--- src/rtl/core/pps_ram.sv ---
// generic single-write, single-read ram with registered read
module pps_ram #(
  parameter int WIDTH = 8,
  parameter int DEPTH = 64
) (
  input  logic                     clk,
  input  logic                     we,
  input  logic [$clog2(DEPTH)-1:0] waddr,
  input  logic [WIDTH-1:0]         wdata,
  input  logic                     re,
  input  logic [$clog2(DEPTH)-1:0] raddr,
  output logic [WIDTH-1:0]         rdata
);

  logic [WIDTH-1:0] mem [DEPTH];

  always_ff @(posedge clk) begin
    if (we) begin
      mem[waddr] <= wdata;
    end
    if (re) begin
      rdata <= mem[raddr];
    end
  end

endmodule

--- config.mk ---
export PLATFORM = sky130hd
export DESIGN_NAME = pps_ram
export DESIGN_NICKNAME = d
export VERILOG_FILES = /design/src/rtl/core/pps_ram.sv
export SDC_FILE = /design/constraint.sdc
export NUM_CORES = 1
export LEC_CHECK = 0
export BUFFER_PORTS_ARGS = -buffer_cell sky130_fd_sc_hd__buf_2
export CORE_MARGIN = 5
export CORE_UTILIZATION = 40
export CTS_CLUSTER_SIZE = 20
export DETAILED_ROUTE_END_ITERATION = 8
export HOLD_SLACK_MARGIN = 0.06
export SETUP_SLACK_MARGIN = 0.1
export SYNTH_ARGS = -nofsm -noshare
export SYNTH_HDL_FRONTEND = slang
export SYNTH_SLANG_ARGS = --single-unit
--- constraint.sdc ---
create_clock -name clk -period 3 [get_ports clk]
set_clock_uncertainty 0.15 [all_clocks]
set_input_delay 0.6 -clock clk [delete_from_list [all_inputs] [get_ports clk]]
set_output_delay 0.6 -clock clk [all_outputs]
set_load 0.05 [all_outputs]
== Word level (Yosys, flattened, before mapping) ==
Memories as Yosys holds them, arrays and structs flattened. A register that Yosys moved wholly into a read port is not among the register bits.
Cells that the tools add are included.
Storage, ports and cells
  memories kept: 1
  register bits after elaboration: 0
  RAM bits: 512
  logic and storage cells: 3
Cells by class
  multiplexer cells: 2
Memory list
  mem: words 64, width 8, read ports 1, clocked after Yosys merged registers in 1, wr ports 1, line 15  | logic [WIDTH-1:0] mem [DEPTH];
Operators with widths (count)
  two-way mux 1 bit: 2

== Logic depth before layout (Yosys ltp) ==
  depth in word-level cells: 2
  depth in mapped cells: 9
  depth with buffers taken out: 5

== Worst setup path after synthesis ==
Ideal clock, no wire load.
  kind: input to register
  start point: input raddr[1]
  end point: register rdata[3], read port of mem, data pin
  arrival: 2140 ps
  buffers on the path: 3
  data required time: 2584 ps
  path slack: 444 ps
  stages on the path: 7
  cell sequence: buf_4 buf_2 buf_2 mux4_2 mux4_2 o21ai_1 o41ai_1
RTL lines
  start: declaration: line 11  | input logic [$clog2(DEPTH)-1:0] raddr,
  end: declaration: line 12  | output logic [WIDTH-1:0] rdata

==> flow_summary_export.csv <==
group,metric,value,unit
yosys,syn_inst,940,
detailed_routing,routedWlPerCell,25.3,um
clocking,path_clk_slew,0.06,ns
yosys,syn_area,0.0202,mm^2
worst_setup_path,start_kind,"primary input",
cells_and_area,drive_gt1_share,32.2,%
placed_design,hpwl,29.8,mm
timing,post-route-min-period,2.51,ns
yosys,synth.most_common_cell,"edfxtp_1",
detailed_routing,post-route-drc-count,0,
power,vdd_ir_drop_max,0.000350,V
worst_setup_path,rrSetupSlack,0.60,ns
detailed_routing,ant_nets,0,
timing,period_share,83.6,%
placed_design,place_congestion,0.787,
floorplan,die-area,0.0552,mm^2
clocking,cts_buffers,51,
detailed_routing,routed_wl,45.8,mm
yosys,ys_types,39,
timing,relSlewSlack,46.2,%
clocking,htree_levels,2,
cells_and_area,area_growth_syn_to_layout,16.6,%
clocking,holdBufCountCts,0,
placed_design,placed_cells,1720,
yosys,synth_top_area_share,77.1,%
worst_setup_path,reg2reg_depth,5,
global_route,grt-ovfl-total,0,
detailed_routing,vias,9837,
floorplan,coreArea,0.0501,mm^2
global_route,grt_pass1_wl,68.0,mm
timing,drv_slew,0,
hold_path,hp-class,"primary input to flip-flop",
timing,max_freq,0.399,GHz
worst_setup_path,critPathKind,"primary input to flip-flop",
clocking,cts.sinks,520,
hold_path,worstHoldPathCells,1,
yosys,synth_edf_count,520,
yosys,synth_area_per_cell,21.5,um^2
cells_and_area,layout.nets,1124,
yosys,ys_ff_latch,520,
timing,worst_slew_pin_slew,0.807,ns
yosys,synth.area.top_cells,"edfxtp_1 (77%), mux4_2 (14%), nor2_1 (1.5%)",
detailed_routing,dr.pass1.iters,5,
yosys,synth_flop_cell,"edfxtp_1",
worst_setup_path,timing.rr.start,"mem[29][6]",
floorplan,io_pins,31,
yosys,seq_area_frac_synth,77.1,%
yosys,synth_common_cells,"edfxtp_1 (520), mux4_2 (126), nor2_1 (83), mux2i_1 (23), nand2_1 (19)",
floorplan,initial_utilization,40.4,%
power,power.leakage,7.57,nW
worst_setup_path,crit_required,3.19,ns
global_route,grt.total_usage,16.5,%
yosys,async_reset_ff_share,0,%
timing,setup_viol,0,
timing,whs,0.232,ns
floorplan,rows,82,
clocking,clk_latency,0.58,ns
power,finalPower,14.9,mW
clocking,cts_resized,0,
hold_path,whs_endpoint,"mem[3][6]",
power,power_density,633,mW/mm^2
clocking,clockRootBuffer,"clkbuf_16",
worst_setup_path,cp-end-kind,"flip-flop",
hold_path,hp-start,"wdata[6]",
global_route,grt_max_degree,42,
timing,finalHoldViolations,0,
timing,fin_tns_setup,0,ns
worst_setup_path,arrival,2.70,ns
cells_and_area,regArea,0.0156,mm^2
cells_and_area,multiInputGateArea,0.00432,mm^2
clocking,cts_setup_buffers,0,
detailed_routing,avgViaCountPerCell,5.43,
clocking,cts.path.max_buffers,3,
worst_setup_path,worst_r2r_endpoint,"rdata[6]",
global_route,grt_antenna_before_repair,2,
placed_design,port_buffers,30,
detailed_routing,drt_iter0_drc,997,
floorplan,die_y,235,um
yosys,synthesis.nets,963,
cells_and_area,fill_cells,4183,
clocking,cts_tree,"built",
run,cap_violations,0,
global_route,grt_pass1_vias,10133,
worst_setup_path,cp_max_fo,30,
floorplan,die_w,235,um
yosys,yosysWarnings,0,
timing,rsz0062_at_grt,"no",
yosys,synth_top_area_cell,"edfxtp_1",
cells_and_area,final_cells,1811,
run_status,status,"finished, final reports clean",
-- per-layer routing --
layer  global-route usage, %  wire length [um]  vias to the layer above
li1                        -                 -                     4254
met2                    26.1             22100                      293
met4                    4.80              1150                        0
met1                    23.2             19700                     5221
met5                       0                 0                        -
met3                    3.69              2880                       69
-- stage by stage --
stage	area (um^2)	util, %	setup WS (ns)
CTS	23600	47.2	0.459
finish	23600	47.2	0.491
global placement	22100	44.0	-0.142
detailed placement	22100	44.0	-0.160
global route	23600	47.2	0.424
floorplan	20200	-	0.444
-- layout make-up --
class | count | share of cell area, %
Antenna cell | 2 | 0.0212
Clock buffer | 64 | 5.79
Clock inverter | 25 | 0.795
Multi-Input combinational cell | 369 | 18.3
Sequential cell | 520 | 66.1
Tap cell | 672 | 3.56
Timing Repair Buffer | 159 | 5.43
-- worst max path at each step --
stage	start	slack (ns)	endpoint
3_5_place_dp	raddr[0]	-0.16	rdata[2]
2_1_floorplan	raddr[1]	0.44	rdata[3]
4_1_cts	raddr[0]	0.46	rdata[2]
3_3_place_gp	raddr[0]	-0.14	rdata[2]
6_report	raddr[0]	0.49	rdata[2]
5_1_grt	raddr[0]	0.42	rdata[2]
-- worst max-delay path, cell delays in order --
cell	delay, ns
clkbuf_8	0.15
buf_12	0.25
buf_4	0.25
buf_4	0.26
mux2i_1	0.25
a22oi_1	0.11
a221oi_1	0.51
buf_4	0.20
o2bb2ai_1	0.06
-- sequential cells by signal (all words and copies together) (netlist names) --
signal and cells:
mem 512, rdata 8
-- report_power, final --
part	switching (mW)	internal [mW]
clock network	2.57	3.46
logic	0.500	0.329
registers	0.0201	8.06
-- cell families after synthesis --
| kind of cell | count (synthesis) | synth area share [%] |
|---|---|---|
| compound gates | 54 | 2.06 |
| buf+inv | 51 | 1.56 |
| flops | 520 | 77.1 |
| mux | 162 | 15.9 |
| simple gates | 153 | 3.37 |
-- placed cells by master (no fill, tap or decap), drive strengths merged, types with 8 or more instances in the layout --
cell type,Yosys,final
buf,34,158
clkbuf,17,65
clkinv,0,21
edfxtp,520,520
mux2,13,13
mux2i,23,23
mux4,126,126
nand2,19,19
nand3,13,13
nor2,83,83
nor2b,14,14
o221ai,8,8
o22ai,8,8
Power figures use the tool's default switching activity.
